--- config.mk ---
export PLATFORM = sky130hd
export DESIGN_NAME = cursor_bitmap_to_2bpp_rows_top
export DESIGN_NICKNAME = d
export VERILOG_FILES = /design/src/hw/rtl/cbr_pkg.sv /design/src/hw/rtl/cursor_bitmap_to_2bpp_rows_top.sv /design/src/hw/rtl/cbr_ctrl.sv /design/src/hw/rtl/cbr_datapath.sv
export SDC_FILE = /design/constraint.sdc
export NUM_CORES = 1
export LEC_CHECK = 0
export BUFFER_PORTS_ARGS = -buffer_cell sky130_fd_sc_hd__buf_2
export CORE_MARGIN = 4
export CORE_UTILIZATION = 30
export CTS_BUF_LIST = sky130_fd_sc_hd__clkbuf_4 sky130_fd_sc_hd__clkbuf_8
export CTS_CLUSTER_SIZE = 40
export DETAILED_ROUTE_END_ITERATION = 6
export SLEW_MARGIN = 40
export SYNTH_ARGS = -nofsm -noshare
export SYNTH_HDL_FRONTEND = slang
export SYNTH_SLANG_ARGS = --single-unit
--- constraint.sdc ---
create_clock -name i_clk -period 5.96 [get_ports i_clk]
set_input_delay 0.894 -clock i_clk [delete_from_list [all_inputs] [get_ports i_clk]]
set_output_delay 0.894 -clock i_clk [all_outputs]
set_load 0.02 [all_outputs]
--- src/hw/rtl/cbr_pkg.sv ---
// Shared types, constants and helpers of the cursor bitmap row packer.
`default_nettype none
package cbr_pkg;

    localparam int CURSOR_SIZE = 64;
    localparam int ROW_W       = 6;
    localparam int SIZE_W      = 7;
    localparam int HALF_W      = 64;
    localparam int PIXEL_W     = 8;

    localparam logic [HALF_W-1:0] TRANSPARENT_WORD = {(HALF_W/16){16'hAAAA}};
    localparam logic [ROW_W-1:0]  LAST_ROW_INDEX   = ROW_W'(CURSOR_SIZE - 1);

    // source byte values
    localparam logic [PIXEL_W-1:0] BYTE_COLOR1 = 8'h03;
    localparam logic [PIXEL_W-1:0] BYTE_COLOR0 = 8'h02;

    // 2-bit cursor codes
    localparam logic [1:0] CODE_COLOR0      = 2'd0;
    localparam logic [1:0] CODE_COLOR1      = 2'd1;
    localparam logic [1:0] CODE_TRANSPARENT = 2'd2;

    // register indexes
    localparam logic REG_IMAGE_WIDTH  = 1'b0;
    localparam logic REG_IMAGE_HEIGHT = 1'b1;

    // controller to datapath
    typedef struct packed {
        logic pix_load;    // accept a pixel into the row accumulator
        logic fill_load;   // load a transparent fill row into the output word
    } t_dp_cmd;

    // datapath to controller
    typedef struct packed {
        logic row_done;    // the next pixel completes the current row
        logic image_fill;  // ... and the image, with transparent rows still to go
        logic fill_last;   // the current row counter is the last cursor row
    } t_dp_status;

    function automatic logic [1:0] pixel_to_code(input logic [PIXEL_W-1:0] pix);
        logic [1:0] code;
        if (pix == BYTE_COLOR1) begin
            code = CODE_COLOR1;
        end else if (pix == BYTE_COLOR0) begin
            code = CODE_COLOR0;
        end else begin
            code = CODE_TRANSPARENT;
        end
        return code;
    endfunction

    // zero acts as one, anything above the cursor size saturates
    function automatic logic [SIZE_W-1:0] clamp_size(input logic [SIZE_W-1:0] v);
        logic [SIZE_W-1:0] r;
        if (v == '0) begin
            r = SIZE_W'(1);
        end else if (v > SIZE_W'(CURSOR_SIZE)) begin
            r = SIZE_W'(CURSOR_SIZE);
        end else begin
            r = v;
        end
        return r;
    endfunction

endpackage
`default_nettype wire

--- src/hw/rtl/cursor_bitmap_to_2bpp_rows_top.sv ---
// Top level of the cursor bitmap row packer: stream ports, register port and block wiring.
`default_nettype none
// Packs a cursor image, one source byte per word in row-major order, into 64-pixel rows of
// 2-bit codes (3 gives colour 1, code 1; 2 gives colour 0, code 0; anything else gives
// transparent, code 2). Pixel p of a row lies at bits 2p+1:2p of pixels_low for p < 32 and
// at bits 2(p-32)+1:2(p-32) of pixels_high for the rest; pixels past image_width stay
// transparent. A row word leaves on the master side once image_width pixels have arrived.
// When the row numbered image_height-1 completes, the remaining rows up to 63 follow as
// fully transparent words and the next image starts again at row 0; tlast marks row 63.
// Widths and heights of 0 act as 1 and values above 64 act as 64. Rate: one pixel word per
// cycle while a row fills and the master side takes each finished row as it appears; while
// a row word waits in the single output register with m_tready low, every pixel word is
// held off. After the last image row the controller emits the trailing transparent rows
// one per cycle while the master side takes them, and the slave side stalls until the last
// of them is loaded. The single output register sets that rate: one row word can be loaded
// per cycle. Register map: image_width at byte 0, image_height at byte 4, 7 bits each, both
// reset to 64; write them only while idle.
module cursor_bitmap_to_2bpp_rows_top (
    input  wire          i_clk,
    input  wire          i_rst_n,
    // slave side
    input  wire          s_tvalid,
    output logic         s_tready,
    input  wire  [7:0]   s_tdata,    // [7:0] pixel_code
    // master side
    output logic         m_tvalid,
    input  wire          m_tready,
    output logic [135:0] m_tdata,    // [5:0] row_index, [69:6] pixels_low,
                                     // [133:70] pixels_high, [135:134] zero
    output logic         m_tlast,    // last_row
    // register port
    input  wire          psel,
    input  wire          penable,
    input  wire          pwrite,
    input  wire  [2:0]   paddr,
    input  wire  [31:0]  pwdata,
    output logic [31:0]  prdata,
    output logic         pready
);

    logic [cbr_pkg::SIZE_W-1:0] r_image_width;
    logic [cbr_pkg::SIZE_W-1:0] r_image_height;
    logic                       w_reg_write;
    logic                       w_reg_sel;

    cbr_pkg::t_dp_cmd           w_cmd;
    cbr_pkg::t_dp_status        w_status;
    logic [cbr_pkg::ROW_W-1:0]  w_row_index;
    logic [cbr_pkg::HALF_W-1:0] w_pixels_low;
    logic [cbr_pkg::HALF_W-1:0] w_pixels_high;
    logic                       w_last_row;

    // register port: zero wait states, register chosen by word address bit
    assign pready      = 1'b1;
    assign w_reg_sel   = paddr[2];
    assign w_reg_write = psel && penable && pwrite && pready;

    always_ff @(posedge i_clk) begin
        if (!i_rst_n) begin
            r_image_width  <= cbr_pkg::SIZE_W'(cbr_pkg::CURSOR_SIZE);
            r_image_height <= cbr_pkg::SIZE_W'(cbr_pkg::CURSOR_SIZE);
        end else if (w_reg_write) begin
            if (w_reg_sel == cbr_pkg::REG_IMAGE_WIDTH) begin
                r_image_width <= pwdata[cbr_pkg::SIZE_W-1:0];
            end else begin
                r_image_height <= pwdata[cbr_pkg::SIZE_W-1:0];
            end
        end
    end

    always_comb begin
        prdata = '0;
        if (w_reg_sel == cbr_pkg::REG_IMAGE_WIDTH) begin
            prdata[cbr_pkg::SIZE_W-1:0] = r_image_width;
        end else begin
            prdata[cbr_pkg::SIZE_W-1:0] = r_image_height;
        end
    end

    cbr_ctrl u_ctrl (
        .i_clk       (i_clk),
        .i_rst_n     (i_rst_n),
        .i_pix_valid (s_tvalid),
        .o_pix_ready (s_tready),
        .o_out_valid (m_tvalid),
        .i_out_ready (m_tready),
        .i_status    (w_status),
        .o_cmd       (w_cmd)
    );

    cbr_datapath u_datapath (
        .i_clk          (i_clk),
        .i_rst_n        (i_rst_n),
        .i_cmd          (w_cmd),
        .i_pixel        (s_tdata),
        .i_image_width  (r_image_width),
        .i_image_height (r_image_height),
        .o_status       (w_status),
        .o_row_index    (w_row_index),
        .o_pixels_low   (w_pixels_low),
        .o_pixels_high  (w_pixels_high),
        .o_last_row     (w_last_row)
    );

    // pack the row word, row index in the lowest bits
    assign m_tdata = {2'b00, w_pixels_high, w_pixels_low, w_row_index};
    assign m_tlast = w_last_row;

    // tlast and the row index must agree
    a_last_row_match: assert property (@(posedge i_clk) disable iff (!i_rst_n)
        m_tvalid |-> (m_tlast == (m_tdata[5:0] == cbr_pkg::LAST_ROW_INDEX)))
        else $error("tlast disagrees with row index");

    // rows leave in order, wrapping after the last one
    a_row_sequence: assert property (@(posedge i_clk) disable iff (!i_rst_n)
        (m_tvalid && m_tready) |=>
            (!m_tvalid || (m_tdata[5:0] == $past(m_tdata[5:0]) + 6'd1)))
        else $error("row index out of sequence");

    // an image end with rows still to fill holds off the next pixel
    a_fill_blocks_input: assert property (@(posedge i_clk) disable iff (!i_rst_n)
        (w_cmd.pix_load && w_status.image_fill) |=> !s_tready)
        else $error("pixel accepted during transparent fill");

endmodule
`default_nettype wire

--- src/hw/rtl/cbr_ctrl.sv ---
// Controller of the cursor bitmap row packer: pixel intake and transparent fill sequencing.
`default_nettype none
module cbr_ctrl (
    input  wire                i_clk,
    input  wire                i_rst_n,
    input  wire                i_pix_valid,
    output logic               o_pix_ready,
    output logic               o_out_valid,
    input  wire                i_out_ready,
    input  wire cbr_pkg::t_dp_status i_status,
    output cbr_pkg::t_dp_cmd   o_cmd
);

    typedef enum logic {
        S_PIXEL,
        S_FILL
    } t_state;

    t_state r_state;
    t_state n_state;
    logic   r_out_valid;
    logic   n_out_valid;
    logic   w_slot_free;

    // the output word may be (re)loaded when empty or being taken this cycle
    assign w_slot_free     = !r_out_valid || i_out_ready;
    assign o_pix_ready     = (r_state == S_PIXEL) && w_slot_free;
    assign o_cmd.pix_load  = i_pix_valid && o_pix_ready;
    assign o_cmd.fill_load = (r_state == S_FILL) && w_slot_free;
    assign o_out_valid     = r_out_valid;

    always_comb begin
        n_state     = r_state;
        n_out_valid = r_out_valid;
        if (i_out_ready) begin
            n_out_valid = 1'b0;
        end
        if ((o_cmd.pix_load && i_status.row_done) || o_cmd.fill_load) begin
            n_out_valid = 1'b1;
        end
        case (r_state)
            S_PIXEL: begin
                if (o_cmd.pix_load && i_status.image_fill) begin
                    n_state = S_FILL;
                end
            end
            S_FILL: begin
                if (o_cmd.fill_load && i_status.fill_last) begin
                    n_state = S_PIXEL;
                end
            end
            default: begin
                n_state = S_PIXEL;
            end
        endcase
    end

    always_ff @(posedge i_clk) begin
        if (!i_rst_n) begin
            r_state     <= S_PIXEL;
            r_out_valid <= 1'b0;
        end else begin
            r_state     <= n_state;
            r_out_valid <= n_out_valid;
        end
    end

endmodule
`default_nettype wire

--- src/hw/rtl/cbr_datapath.sv ---
// Datapath of the cursor bitmap row packer: counters, row accumulator and output word.
`default_nettype none
module cbr_datapath (
    input  wire                                 i_clk,
    input  wire                                 i_rst_n,
    input  wire cbr_pkg::t_dp_cmd               i_cmd,
    input  wire [cbr_pkg::PIXEL_W-1:0]          i_pixel,
    input  wire [cbr_pkg::SIZE_W-1:0]           i_image_width,
    input  wire [cbr_pkg::SIZE_W-1:0]           i_image_height,
    output cbr_pkg::t_dp_status                 o_status,
    output logic [cbr_pkg::ROW_W-1:0]           o_row_index,
    output logic [cbr_pkg::HALF_W-1:0]          o_pixels_low,
    output logic [cbr_pkg::HALF_W-1:0]          o_pixels_high,
    output logic                                o_last_row
);

    logic [cbr_pkg::ROW_W-1:0]  r_col;
    logic [cbr_pkg::ROW_W-1:0]  r_row;
    logic [cbr_pkg::HALF_W-1:0] r_acc_lo;
    logic [cbr_pkg::HALF_W-1:0] r_acc_hi;
    logic [cbr_pkg::ROW_W-1:0]  r_out_row;
    logic [cbr_pkg::HALF_W-1:0] r_out_lo;
    logic [cbr_pkg::HALF_W-1:0] r_out_hi;
    logic                       r_out_last;

    logic [cbr_pkg::HALF_W-1:0] w_acc_lo_upd;
    logic [cbr_pkg::HALF_W-1:0] w_acc_hi_upd;
    logic [1:0]                 w_code;
    logic [cbr_pkg::SIZE_W-1:0] w_width;
    logic [cbr_pkg::SIZE_W-1:0] w_height;
    logic [cbr_pkg::SIZE_W-1:0] w_col_next;
    logic [cbr_pkg::SIZE_W-1:0] w_row_next;

    assign w_width    = cbr_pkg::clamp_size(i_image_width);
    assign w_height   = cbr_pkg::clamp_size(i_image_height);
    assign w_col_next = {1'b0, r_col} + cbr_pkg::SIZE_W'(1);
    assign w_row_next = {1'b0, r_row} + cbr_pkg::SIZE_W'(1);
    assign w_code     = cbr_pkg::pixel_to_code(i_pixel);

    assign o_status.row_done   = !(w_col_next < w_width);
    assign o_status.image_fill = o_status.row_done && !(w_row_next < w_height)
                                 && (r_row != cbr_pkg::LAST_ROW_INDEX);
    assign o_status.fill_last  = (r_row == cbr_pkg::LAST_ROW_INDEX);

    // drop the new code into its two-bit slot
    always_comb begin
        w_acc_lo_upd = r_acc_lo;
        w_acc_hi_upd = r_acc_hi;
        for (int i = 0; i < cbr_pkg::HALF_W / 2; i++) begin
            if (r_col[cbr_pkg::ROW_W-2:0] == (cbr_pkg::ROW_W-1)'(i)) begin
                if (!r_col[cbr_pkg::ROW_W-1]) begin
                    w_acc_lo_upd[2*i +: 2] = w_code;
                end else begin
                    w_acc_hi_upd[2*i +: 2] = w_code;
                end
            end
        end
    end

    always_ff @(posedge i_clk) begin
        if (!i_rst_n) begin
            r_col    <= '0;
            r_row    <= '0;
            r_acc_lo <= cbr_pkg::TRANSPARENT_WORD;
            r_acc_hi <= cbr_pkg::TRANSPARENT_WORD;
        end else if (i_cmd.pix_load) begin
            if (o_status.row_done) begin
                // row goes out; restart a transparent row and advance (wraps after the last)
                r_col    <= '0;
                r_row    <= w_row_next[cbr_pkg::ROW_W-1:0];
                r_acc_lo <= cbr_pkg::TRANSPARENT_WORD;
                r_acc_hi <= cbr_pkg::TRANSPARENT_WORD;
            end else begin
                r_col    <= w_col_next[cbr_pkg::ROW_W-1:0];
                r_acc_lo <= w_acc_lo_upd;
                r_acc_hi <= w_acc_hi_upd;
            end
        end else if (i_cmd.fill_load) begin
            r_row <= w_row_next[cbr_pkg::ROW_W-1:0];
        end
    end

    // output word, no reset needed
    always_ff @(posedge i_clk) begin
        if (i_cmd.pix_load && o_status.row_done) begin
            r_out_row  <= r_row;
            r_out_lo   <= w_acc_lo_upd;
            r_out_hi   <= w_acc_hi_upd;
            r_out_last <= (r_row == cbr_pkg::LAST_ROW_INDEX);
        end else if (i_cmd.fill_load) begin
            r_out_row  <= r_row;
            r_out_lo   <= cbr_pkg::TRANSPARENT_WORD;
            r_out_hi   <= cbr_pkg::TRANSPARENT_WORD;
            r_out_last <= (r_row == cbr_pkg::LAST_ROW_INDEX);
        end
    end

    assign o_row_index   = r_out_row;
    assign o_pixels_low  = r_out_lo;
    assign o_pixels_high = r_out_hi;
    assign o_last_row    = r_out_last;

endmodule
`default_nettype wire
# == Word level (Yosys, flattened, before mapping) ==
# Cells that the tools add are included.
# totals
register_bits,291
inputBits,50
# op_classes
muxes,153
reduce_logical,24
magnitude_cmp,4
n_bitwise,2
n_eq_ne,36
add_sub_neg,2
# ops
op,n
64-bit 2-to-1 mux,5
2-bit 2-to-1 mux,130
5-bit == test (second input constant),16
5-bit by 4-bit == test with 1-bit output (second input constant),8
6-bit 2-to-1 mux,6
7-bit 2-to-1 mux,5
5-bit by 3-bit == test with 1-bit output (second input constant),4
8-bit by 2-bit == test with 1-bit output (second input constant),2
6-bit by 1-bit adder with 7-bit output (second input constant),2
7-bit greater-than comparator (second input constant),2
7-bit zero test,2
7-bit < comparator,2
5-bit by 2-bit == test with 1-bit output (second input constant),2
1-bit logical AND,10
6-bit == test (second input constant),1
1-bit 2-to-1 mux,6
6-bit inequality test (second input constant),1
2-bit AND reduction,3
2-bit nonzero test,3
5-bit by 1-bit == test with 1-bit output (second input constant),1
5-bit zero test,1
1-bit zero test,3
1-bit logical OR,2
2-bit inequality test (second input constant),1
2 further kinds,3

# == Longest topological paths before layout ==
# Gate-level depths: netlist of run 1.
# depth
depth_word,10
ltp_mapped,12
mapped_depth_nobuf,10

# == Hierarchy ==
# Synthesis of run 1 repeated with hierarchy kept, for this count alone.
# hier_totals
hier_cells,1533
hier_area_um2,14460.1
# by_module_without_submodules
mod,n_inst,cells_each,seq_area_each_um2,area_per_inst_um2
cbr_datapath,1,1430,6856.6,13487.9
cursor_bitmap_to_2bpp_rows_top,1,92,280.3,869.6
cbr_ctrl,1,11,40.0,102.6

# == Worst setup path before layout of run 1 ==
# OpenSTA, ideal clock, no wires.
# synth_timing
path_kind,register to register
from,register u_datapath.r_col[0] (netlist name)
to,"register u_datapath.r_out_last, in the netlist u_datapath.o_last_row, enable pin"
slack_ps,4
t_required_ps,4794
stages_incl_launch_ff,12
arrival_time_ps,4790
n_path_buf,2
period_less_slack_ps,5956
setup_time_ps,1166
cell_sequence,dfxtp_1 -> ha_1 -> clkbuf_1 -> and3_1 -> ha_1 -> inv_1 -> ha_1 -> a211o_1 -> a211o_1 -> o211ai_2 -> buf_6 -> nand2_1
# synth_between
elab_chain_cells,5
# synth_lines
element,line,rtl
start: declaration,cbr_datapath.sv:17,logic [cbr_pkg::ROW_W-1:0] r_col;
start signal: assignment,cbr_datapath.sv:74,r_col <= w_col_next[cbr_pkg::ROW_W-1:0];
6-bit by 1-bit adder with 7-bit output,cbr_datapath.sv:36,"assign w_col_next = {1'b0, r_col} + cbr_pkg::SIZE_W'(1);"
7-bit < comparator,cbr_datapath.sv:40,assign o_status.row_done = !(w_col_next < w_width);
1-bit zero test,cbr_datapath.sv:40,
1-bit logical AND,cbr_datapath.sv:85,if (i_cmd.pix_load && o_status.row_done) begin
2-bit nonzero test (no line),-,
end signal: assignment,cbr_datapath.sv:89,r_out_last <= (r_row == cbr_pkg::LAST_ROW_INDEX);
end signal: assignment,cbr_datapath.sv:94,r_out_last <= (r_row == cbr_pkg::LAST_ROW_INDEX);
end: declaration,cbr_datapath.sv:24,logic r_out_last;
# No other way between the ends.
# A chain may end at the register's enable or synchronous reset.

# == Final worst setup path of run 1 ==
# layout_timing
from,register u_datapath.r_col[2] (netlist name)
to,register u_datapath.r_acc_lo[61] (netlist name)
# layout_between
elab_chain_cells,3
elab_cells_between_ends,5
classes_between,add/sub: 1; order compare: 1; eq/ne: 1; mux: 2
# layout_lines
element,line,rtl
6-bit by 1-bit adder with 7-bit output / 5-bit == test (equally long branches),"cbr_datapath.sv:36, cbr_datapath.sv:50",
7-bit < comparator / 2-bit 2-to-1 mux (equally long branches),"cbr_datapath.sv:40, cbr_datapath.sv:50",
64-bit 2-to-1 mux (*),cbr_datapath.sv:67,if (o_status.row_done) begin
end signal: assignment,cbr_datapath.sv:64,r_acc_lo <= cbr_pkg::TRANSPARENT_WORD;
end signal: assignment,cbr_datapath.sv:71,r_acc_lo <= cbr_pkg::TRANSPARENT_WORD;
end signal: assignment,cbr_datapath.sv:75,r_acc_lo <= w_acc_lo_upd;
end: declaration,cbr_datapath.sv:19,logic [cbr_pkg::HALF_W-1:0] r_acc_lo;
# Every way passes the cells marked *; elsewhere a longest branch is shown, timed or not.

==> results.md, run 1 <==
- Maxcap violations: 0
- Post-synth top area share: 0.307
- Fin util: 0.359
- Worst-path fanout max: between 40 and 50
- P_int: 3.26 mW
- Most used routing layer in global routing: met2
- Final setup viols: 0
- Clock tree from TritonCTS: yes
- Slew @ Worst Pin: slightly below 800 ps
- Core Region: ~0.043 mm2
- Total wire length: about 38000 um
- Asr flop ratio synth: 0
- Sequential area share after synthesis: 0.543
- RSZ-0062 raised after global routing: no
- First-pass GRT wire length: about 58000 um
- # rows: 76
- Vias in the first global route: 10300
- Tot GR Track Use: 0.155
- Status: finished clean
- Global route overflow: 0
- Required @ worst endpoint: 6410 ps
- Post_cts resized: 0
- Die width: ~220 um
- Post-synthesis register bit count: ~290
- CTS sink cnt: 291
- Worst setup SP type: register
- Final worst-path cycle share: 0.684
- Initial Util: 0.305
- Setup CP Type: register to register
- # hold bufs at CTS: 0
- Num ports: about 220
- DRT antenna net count: 0
- EDFF count, synth: between 100 and 150
- Initial DRC count: 841
- Switch Pwr: slightly above 1 mW
- Pwr Density: 277 mW/mm2
- FMAX: about 250 MHz
- Synth area leaders: edfxtp_1 31%, dfxtp_1 24%, nand2_1 10%, o21ai_0 5.7%, a21oi_1 4.0%
- Net Sw Frac: 0.240
- Final setup TNS: 0 ps
- Arrival time at the worst endpoint: about 4500 ps
- Placer congestion estimate: between 0.7 and 0.8
- Syn_area_per_cell: approximately 9.2 um2
- Commonest cells after routing, fill and taps aside: 350 x nand2_1, 166 x buf_2, 156 x dfxtp_1
- Leading area contributor after synthesis: edfxtp_1
- Worst path bufs/invs: 1
- Post CTS Setup Buffer Count: 0
- Fillcell total: between 4000 and 5000
- Pin count of the biggest net entering global routing: 70
- Via count: 10900
- DIE AREA: around 0.047 mm2
- Clock network power share: 0.450
- PortBufs: approximately 170
- Diodes inserted: 0
- Leakage: between 5 and 6 nW
- CP delay by family, top: simple AND/OR/NAND/NOR gates
- Nets@finish: 1643
- Synthesized cell area: 0.0132 mm2
- M1 GR Usage: 0.208
- Prevailing post-synth register cell: dfxtp_1
- Antenna violations before repair: 0
- Logic pwr share: 0.058
- CP endpoint kind: register
- Synth Warn #: 0
- Vias per cell: a little under 5
- Unique masters post-synth: 55
- Flop pwr share: 0.492
- Clock buffer count from CTS: 51
- Hold slack: ~450 ps
- Slowest stage cell, crit path: dfxtp_1
- Post-DP HPWL: roughly 24000 um
- Hold Path Class: register to register
- Share of layout cells above drive strength 1: 0.186
- Grt met2 use: 0.247
- Final Hold Fails: 0
- Commonest non-fill, non-tap cell in the layout: nand2_1
- Insertion delay to the later sink of the worst-skew pair: roughly 620 ps
- DRC: 0
- Max transition margin: 0.473
- Crit-path cells: nand2_1 -> or4_1 -> xnor2_1 -> ha_1 -> o21a_1 -> a211o_1 -> o211a_4 -> nor2_8 -> buf_4 -> o211ai_1
- Worst Skew: around 34 ps
- First-pass detailed-route iteration total: 5
- Root Buffer: clkbuf_8
- Chip Height: 218 um
- Avg WL per Cell: ~17 um
- Deepest clock path buffer count: 3
- Slowest stage delay, CP: 790 ps
- CTS HTree Levels: 2
- Fin crit period: slightly above 4000 ps
- Peak supply drop: 125 uV
- Clk pin slew, worst setup/hold paths: roughly 60 ps
- Synthesized instance count: between 1000 and 1500
- Area Overhead vs Synth: 17.5%
- Pins Over Slew Limit: 0
- Met3 Track Usage GR: 0.0340
[sequential cells by signal, summed over array words and instances (netlist names)]
register                  cells
u_ctrl.r_state                1
u_datapath.o_last_row         1
u_datapath.r_acc_hi          64
u_datapath.o_row_index        6
u_datapath.r_row              6
u_datapath.r_acc_lo          64
u_datapath.r_col              6
r_image_width                 7
u_datapath.o_pixels_high     64
u_datapath.o_pixels_low      64
u_ctrl.o_out_valid            1
r_image_height                7
[per-stage QoR]
stage / instances / total power [mW] / setup WS (ps) / instance area, um2
final: 2201 / 4.29 / 1880 / 15500
after global placement: 2103 / 2.39 / 1800 / 14400
after detailed placement: 2106 / 2.40 / 1890 / 14400
after CTS: 2201 / 4.35 / 1890 / 15500
after floorplan: 1458 / 2.34 / 4.02 / 13300
after global routing: 2201 / 4.46 / 1660 / 15500
[power groups by stage]
stage	Combinational, mW	Sequential, mW	Clock (mW)
4_1_cts	0.252	2.11	1.99
6_report	0.250	2.11	1.93
3_3_place_gp	0.242	2.15	0
3_5_place_dp	0.251	2.15	0
5_1_grt	0.275	2.11	2.08
2_1_floorplan	0.171	2.17	0
[routing by layer]
| layer | vias up | share of wire |
|---|---|---|
| met3 | 72 | 0.071 |
| met5 | - | 0 |
| li1 | 5325 | - |
| met4 | 0 | 0.029 |
| met1 | 5075 | 0.44 |
| met2 | 394 | 0.46 |
[Yosys cell counts, drive strengths merged (2+ instances only)]
cell type / number
clkbuf: 44
nand2: 352
o211ai: 70
or3: 2
nand3b: 9
mux2i: 8
nand4: 8
edfxtp: 135
a31oi: 4
ha: 19
nand2b: 10
nor3b: 4
nor3: 6
buf: 80
nor2: 88
xnor2: 7
a21oi: 106
conb: 2
o21ai: 157
o311ai: 12
clkinv: 2
or2: 3
xor2: 4
and3: 4
and4: 2
a21o: 3
dfxtp: 156
nand3: 66
inv: 10
a211o: 3
a211oi: 2
a22o: 34
mux2: 6
nor2b: 3
[cell type report]
type	instances	area (um2)	area share
Multi-Input combinational cell	1031	5460	0.352
Sequential cell	291	7180	0.463
Tap cell	585	732	0.0472
Clock inverter	21	168	0.0108
Timing Repair Buffer	187	1030	0.0665
Inverter	12	45.0	0.00290
Clock buffer	74	900	0.0580
[worst paths after layout]
kind / start / endpoint / slack, ps / cells past startpoint
worst min register to register: u_datapath.r_acc_hi[26] / u_datapath.r_acc_hi[26] / 450 / 2
worst min-delay path: u_datapath.r_acc_hi[26] / u_datapath.r_acc_hi[26] / 450 / 2
worst max register to register: u_datapath.r_col[2] / u_datapath.r_acc_lo[61] / 1880 / 10
worst max-delay path: u_datapath.r_col[2] / u_datapath.r_acc_lo[61] / 1880 / 10
[worst reg2reg max path: stages (launching register included)]
cell      delay, ps
dfxtp_1         790
nand2_1          80
or4_1           470
xnor2_1         160
ha_1            340
o21a_1          220
a211o_1         360
o211a_4         400
nor2_8          660
buf_4           340
o211ai_1        100
[kinds of logic (layout without fill, tap and decap cells)]
family,count (synthesis),count (layout),synth area share
simple gates,562,562,0.181
compound gates,397,397,0.184
flops,291,291,0.543
buf+inv,136,294,0.0548
fa+ha+maj,19,19,0.0180
mux,14,14,0.0112
xor+xnor,11,11,0.00729
other cells,2,28,0.000569
(Power assumes the default switching activity.)
==> inputs of run 2 (changes only) <==
==> constraint.sdc (replaced) <==
create_clock -name i_clk -period 4.1 [get_ports i_clk]
set_input_delay 0.615 -clock i_clk [delete_from_list [all_inputs] [get_ports i_clk]]
set_output_delay 0.615 -clock i_clk [all_outputs]
set_load 0.02 [all_outputs]
==> results.md, run 2 (synthesis results as in run 1) <==
- Via count: 11100 (was 10900)
- First-pass detailed-route iteration total: 6 (was 5)
- Max transition margin: 0.426 (was 0.473)
- Pins Over Slew Limit: 0 (unchanged)
- Core Region: 0.0433 mm2 (unchanged)
- Avg WL per Cell: 17.6 um (was 17.1 um)
- Vias in the first global route: 10600 (was 10300)
- Worst Skew: 39.7 ps (was 34.3 ps)
- Crit-path cells: ha_1 -> and3_1 -> ha_1 -> inv_1 -> ha_1 -> a211o_1 -> a211o_1 -> o211ai_4 -> buf_4 -> nand3_1 -> a21oi_1 (was nand2_1 -> or4_1 -> xnor2_1 -> ha_1 -> o21a_1 -> a211o_1 -> o211a_4 -> nor2_8 -> buf_4 -> o211ai_1)
- Required @ worst endpoint: 4610 ps (was 6410 ps)
- CP endpoint kind: register (unchanged)
- Hold Path Class: input port to register (was register to register)
- Tot GR Track Use: 0.159 (was 0.155)
- Placer congestion estimate: 0.830 (was 0.798)
- # hold bufs at CTS: 0 (unchanged)
- Root Buffer: clkbuf_8 (unchanged)
- Antenna violations before repair: 1 (was 0)
- Area Overhead vs Synth: 18.5% (was 17.5%)
- Final setup viols: 0 (unchanged)
- DRT antenna net count: 0 (unchanged)
- DIE AREA: 0.0474 mm2 (unchanged)
- Slowest stage delay, CP: 550 ps (was 790 ps)
- Worst setup SP type: register (unchanged)
- Clock tree from TritonCTS: yes (unchanged)
- Most common cell on crit path: ha_1
- Initial DRC count: 835 (was 841)
- Leakage: 5.62 nW (was 5.58 nW)
- Global route overflow: 0 (unchanged)
- Post CTS Setup Buffer Count: 0 (unchanged)
- Final setup TNS: 0 ps (unchanged)
- Status: finished clean (unchanged)
- FMAX: 273 MHz (was 245 MHz)
- Pin count of the biggest net entering global routing: 137 (was 70)
- CTS sink cnt: 291 (unchanged)
- Maxcap violations: 0 (unchanged)
- Worst-path fanout max: 44 (unchanged)
- CTS HTree Levels: 2 (unchanged)
- Peak supply drop: 203 uV (was 125 uV)
- Arrival time at the worst endpoint: 4170 ps (was 4530 ps)
- Insertion delay to the later sink of the worst-skew pair: 630 ps (was 620 ps)
- Slowest stage cell, crit path: buf_4 (was dfxtp_1)
- # rows: 76 (unchanged)
- First-pass GRT wire length: 59800 um (was 58400 um)
- Nets@finish: 1647 (was 1643)
- Share of layout cells above drive strength 1: 0.188 (was 0.186)
- Chip Height: 218 um (unchanged)
- Clk pin slew, worst setup/hold paths: 60 ps (about the same)
- Clock buffer count from CTS: 53 (was 51)
- Die width: 218 um (unchanged)
- Final worst-path cycle share: 0.894 (was 0.684)
- RSZ-0062 raised after global routing: no (unchanged)
- Final Hold Fails: 0 (unchanged)
- Setup CP Type: register to register (unchanged)
- Commonest non-fill, non-tap cell in the layout: nand2_1 (unchanged)
- Initial Util: 0.305 (unchanged)
- Final Power: 6.34 mW (was 4.29 mW)
- Num ports: 222 (unchanged)
- Commonest cells after routing, fill and taps aside: 349 x nand2_1, 166 x buf_2, 156 x dfxtp_1 (was 350 x nand2_1, 166 x buf_2, 156 x dfxtp_1)
- Pwr Density: 405 mW/mm2 (was 277 mW/mm2)
- PortBufs: 166 (unchanged)
- DRC: 0 (unchanged)
- Fin crit period: 3660 ps (was 4080 ps)
- Post-DP HPWL: 24100 um (was 24200 um)
- Deepest clock path buffer count: 3 (unchanged)
- Vias per cell: 5.02 (was 4.94)
- Total wire length: 38900 um (was 37700 um)
- Post_cts resized: 0 (unchanged)
- Slew @ Worst Pin: 860 ps (was 791 ps)
[run 2: final timing paths]
path                           startpoint                       to  slack, ps  depth (start not counted)
setup / recovery      u_datapath.r_col[0]      u_datapath.r_row[0]        440                         11
setup reg to reg      u_datapath.r_col[0]      u_datapath.r_row[0]        440                         11
hold / removal                  pwdata[1]        r_image_height[1]        270                          3
hold reg to reg   u_datapath.r_acc_hi[44]  u_datapath.r_acc_hi[44]        450                          2
[run 2: per-layer routing]
metal  global-route usage  share of wire
met4               0.0602          0.029
met3               0.0332          0.069
met1                0.211           0.44
met5                    0              0
met2                0.255           0.47
[run 2: area by class of cell]
class	count	area [um2]
inverter	12	45.0
clock buffer	74	943
clock inverter	25	185
tap	585	732
sequential	291	7180
fill	4395	27600
timing repair buffer	189	1100
multi-input combinational	1031	5460
antenna	1	2.50
[run 2: power breakdown]
part	switching (mW)	leakage [nW]	internal (mW)
logic	0.273	2.55	0.0981
clock network	1.27	0.593	1.62
registers	0.0179	2.47	3.05
total	1.57	5.62	4.77
[run 2: critical path: cells and delay by family (launching register included)]
| kind | cells | cell delay [ps] |
|---|---|---|
| flops | 1 | 490 |
| compound gates | 4 | 1180 |
| simple gates | 2 | 390 |
| buf+inv | 2 | 620 |
| fa+ha+maj | 3 | 870 |
[run 2: stage by stage]
step	setup slack [ps]	instances	hold slack [ps]	utilization	instance area [um2]
2_1_floorplan	321	1458	433	-	13300
3_3_place_gp	557	2107	439	0.334	14500
3_5_place_dp	465	2107	444	0.335	14500
4_1_cts	426	2206	210	0.361	15600
5_1_grt	165	2207	237	0.362	15600
6_report	435	2208	268	0.362	15600
==> inputs of run 3 (changes only) <==
--- a/config.mk
+++ b/config.mk
@@ -9,8 +9,10 @@
 export CORE_MARGIN = 4
 export CORE_UTILIZATION = 30
 export CTS_BUF_LIST = sky130_fd_sc_hd__clkbuf_4 sky130_fd_sc_hd__clkbuf_8
+export CTS_CLUSTER_DIAMETER = 60
 export CTS_CLUSTER_SIZE = 40
 export DETAILED_ROUTE_END_ITERATION = 6
+export MAX_ROUTING_LAYER = met4
 export SLEW_MARGIN = 40
 export SYNTH_ARGS = -nofsm -noshare
 export SYNTH_HDL_FRONTEND = slang
==> results.md, run 3 (synthesis results as in run 1) <==
- Clk pin slew, worst setup/hold paths: 110 ps (was 60 ps)
- Area of the multi-input gates: 0.00546 mm2 (unchanged)
- PortBufs: 166 (unchanged)
- Vias per cell: 5.03 (was 5.02)
- RSZ-0062 raised after global routing: no (unchanged)
- Slowest stage delay, CP: 740 ps (was 550 ps)
- Setup CP Type: register to register (unchanged)
- FMAX: 272 MHz (was 273 MHz)
- Tot GR Track Use: 0.160 (was 0.159)
- Worst setup SP type: register (unchanged)
- Global route overflow: 0 (unchanged)
- Root Buffer: clkbuf_8 (unchanged)
- CTS sink cnt: 291 (unchanged)
- Initial DRC count: 833 (was 835)
- Post-route cell area: 0.0152 mm2 (was 0.0156 mm2)
- Commonest non-fill, non-tap cell in the layout: nand2_1 (unchanged)
- Final setup TNS: 0 ps (unchanged)
- Pins Over Slew Limit: 0 (unchanged)
- Worst Skew: 28.1 ps (was 39.7 ps)
- Final Hold Fails: 0 (unchanged)
- Fillcell total: 4419 (was 4395)
- Leakage: 5.38 nW (was 5.62 nW)
- Final worst slack: 423 ps (was 435 ps)
- Placer congestion estimate: 0.842 (was 0.830)
- Nets@finish: 1624 (was 1647)
- Clock tree from TritonCTS: yes (unchanged)
- Insertion delay to the later sink of the worst-skew pair: 620 ps (was 630 ps)
- Share of layout cells above drive strength 1: 0.174 (was 0.188)
- Slowest stage cell, crit path: dfxtp_1 (was buf_4)
- # rows: 76 (unchanged)
- Clock buffer count from CTS: 30 (was 53)
- Deepest clock path buffer count: 3 (unchanged)
- Avg WL per Cell: 17.8 um (was 17.6 um)
- DIE AREA: 0.0474 mm2 (unchanged)
- Worst-path fanout max: 85 (was 44)
- Antenna violations before repair: 1 (unchanged)
- Crit-path cells: nand2_1 -> or4_1 -> xnor2_1 -> ha_1 -> o21a_1 -> a211o_1 -> o211ai_4 -> nand2_8 -> buf_12 -> buf_16 (was ha_1 -> and3_1 -> ha_1 -> inv_1 -> ha_1 -> a211o_1 -> a211o_1 -> o211ai_4 -> buf_4 -> nand3_1 -> a21oi_1)
- Placed cell areas: 0.0145 mm2 (unchanged)
- Via count: 10900 (was 11100)
- Pwr Density: 366 mW/mm2 (was 405 mW/mm2)
- Worst slack, placed: 465 ps (unchanged)
- Maxcap violations: 0 (unchanged)
- DRC: 0 (unchanged)
- Post_cts resized: 0 (unchanged)
- Total wire length: 38400 um (was 38900 um)
- Post-DP HPWL: 24100 um (unchanged)
- Die width: 218 um (unchanged)
- Pin count of the biggest net entering global routing: 137 (unchanged)
- Arrival time at the worst endpoint: 3970 ps (was 4170 ps)
- Core Region: 0.0433 mm2 (unchanged)
- Hold Path Class: input port to register (unchanged)
- Slew @ Worst Pin: 845 ps (was 860 ps)
- Status: finished clean (unchanged)
- Post CTS Setup Buffer Count: 0 (unchanged)
- Vias in the first global route: 10400 (was 10600)
- Final worst-path cycle share: 0.897 (was 0.894)
- Max transition margin: 0.436 (was 0.426)
- Required @ worst endpoint: 4400 ps (was 4610 ps)
- Register area: 0.00718 mm2 (unchanged)
- First-pass detailed-route iteration total: 6 (unchanged)
- Final setup viols: 0 (unchanged)
- Setup slack, reg-to-reg: 420 ps (was 440 ps)
- CTS HTree Levels: 1 (was 2)
- DRT antenna net count: 0 (unchanged)
- CP endpoint kind: register (unchanged)
- Fin crit period: 3680 ps (was 3660 ps)
- Diodes inserted: 0 (was 1)
- Initial Util: 0.305 (unchanged)
- # hold bufs at CTS: 0 (unchanged)
- Area Overhead vs Synth: 15.2% (was 18.5%)
- Chip Height: 218 um (unchanged)
- First-pass GRT wire length: 58900 um (was 59800 um)
- Commonest cells after routing, fill and taps aside: 349 x nand2_1, 166 x buf_2, 156 x dfxtp_1 (unchanged)
- Num ports: 222 (unchanged)
- Peak supply drop: 173 uV (was 203 uV)
[run 3: power breakdown]
part | total, mW | internal [mW] | switching, mW | leakage [nW]
clock network | 2.13 | 0.891 | 1.24 | 0.359
registers | 3.06 | 3.04 | 0.0178 | 2.47
logic | 0.372 | 0.0981 | 0.274 | 2.55
total | 5.56 | 4.03 | 1.53 | 5.38
[run 3: worst paths after layout]
check / endpoint / cells after the start / from
worst max-delay path: u_datapath.o_pixels_high[48] / 10 / u_datapath.r_col[2]
worst min-delay path: r_image_width[3] / 3 / pwdata[3]
worst max register to register: u_datapath.o_pixels_high[48] / 10 / u_datapath.r_col[2]
worst min register to register: u_datapath.r_acc_hi[44] / 2 / u_datapath.r_acc_hi[44]
[run 3: routing by layer]
metal,GRT usage,vias up,share of wire
li1,-,5281,-
met1,0.212,5164,0.44
met2,0.252,379,0.46
met3,0.0231,70,0.061
met4,0.0531,0,0.030
met5,-,-,0
[run 3: area by class of cell]
class / count / area share
sequential: 291 / 0.472
multi-input combinational: 1031 / 0.359
timing repair buffer: 189 / 0.0722
tap: 585 / 0.0481
clock buffer: 34 / 0.0295
clock inverter: 22 / 0.0168
inverter: 12 / 0.00296
[run 3: metrics by stage]
step | hold WS [ps] | total power, mW | util | std cells
finish | 243 | 5.56 | 0.352 | 2164
global route | 206 | 5.79 | 0.352 | 2164
CTS | 188 | 5.64 | 0.351 | 2163
detailed placement | 444 | 3.50 | 0.335 | 2107
global placement | 439 | 3.49 | 0.334 | 2107
floorplan | 433 | 3.40 | - | 1458
[run 3: worst max-delay path, delay by kind of cell, from the launching register on]
family                     cells  cell delay, ps
AOI/OAI and AO/OA              3             910
DFF                            1             740
xor gates and xnor gates       1             160
and+or+nand+nor                3             620
buffers and inverters          2             490
adders and majority gates      1             330
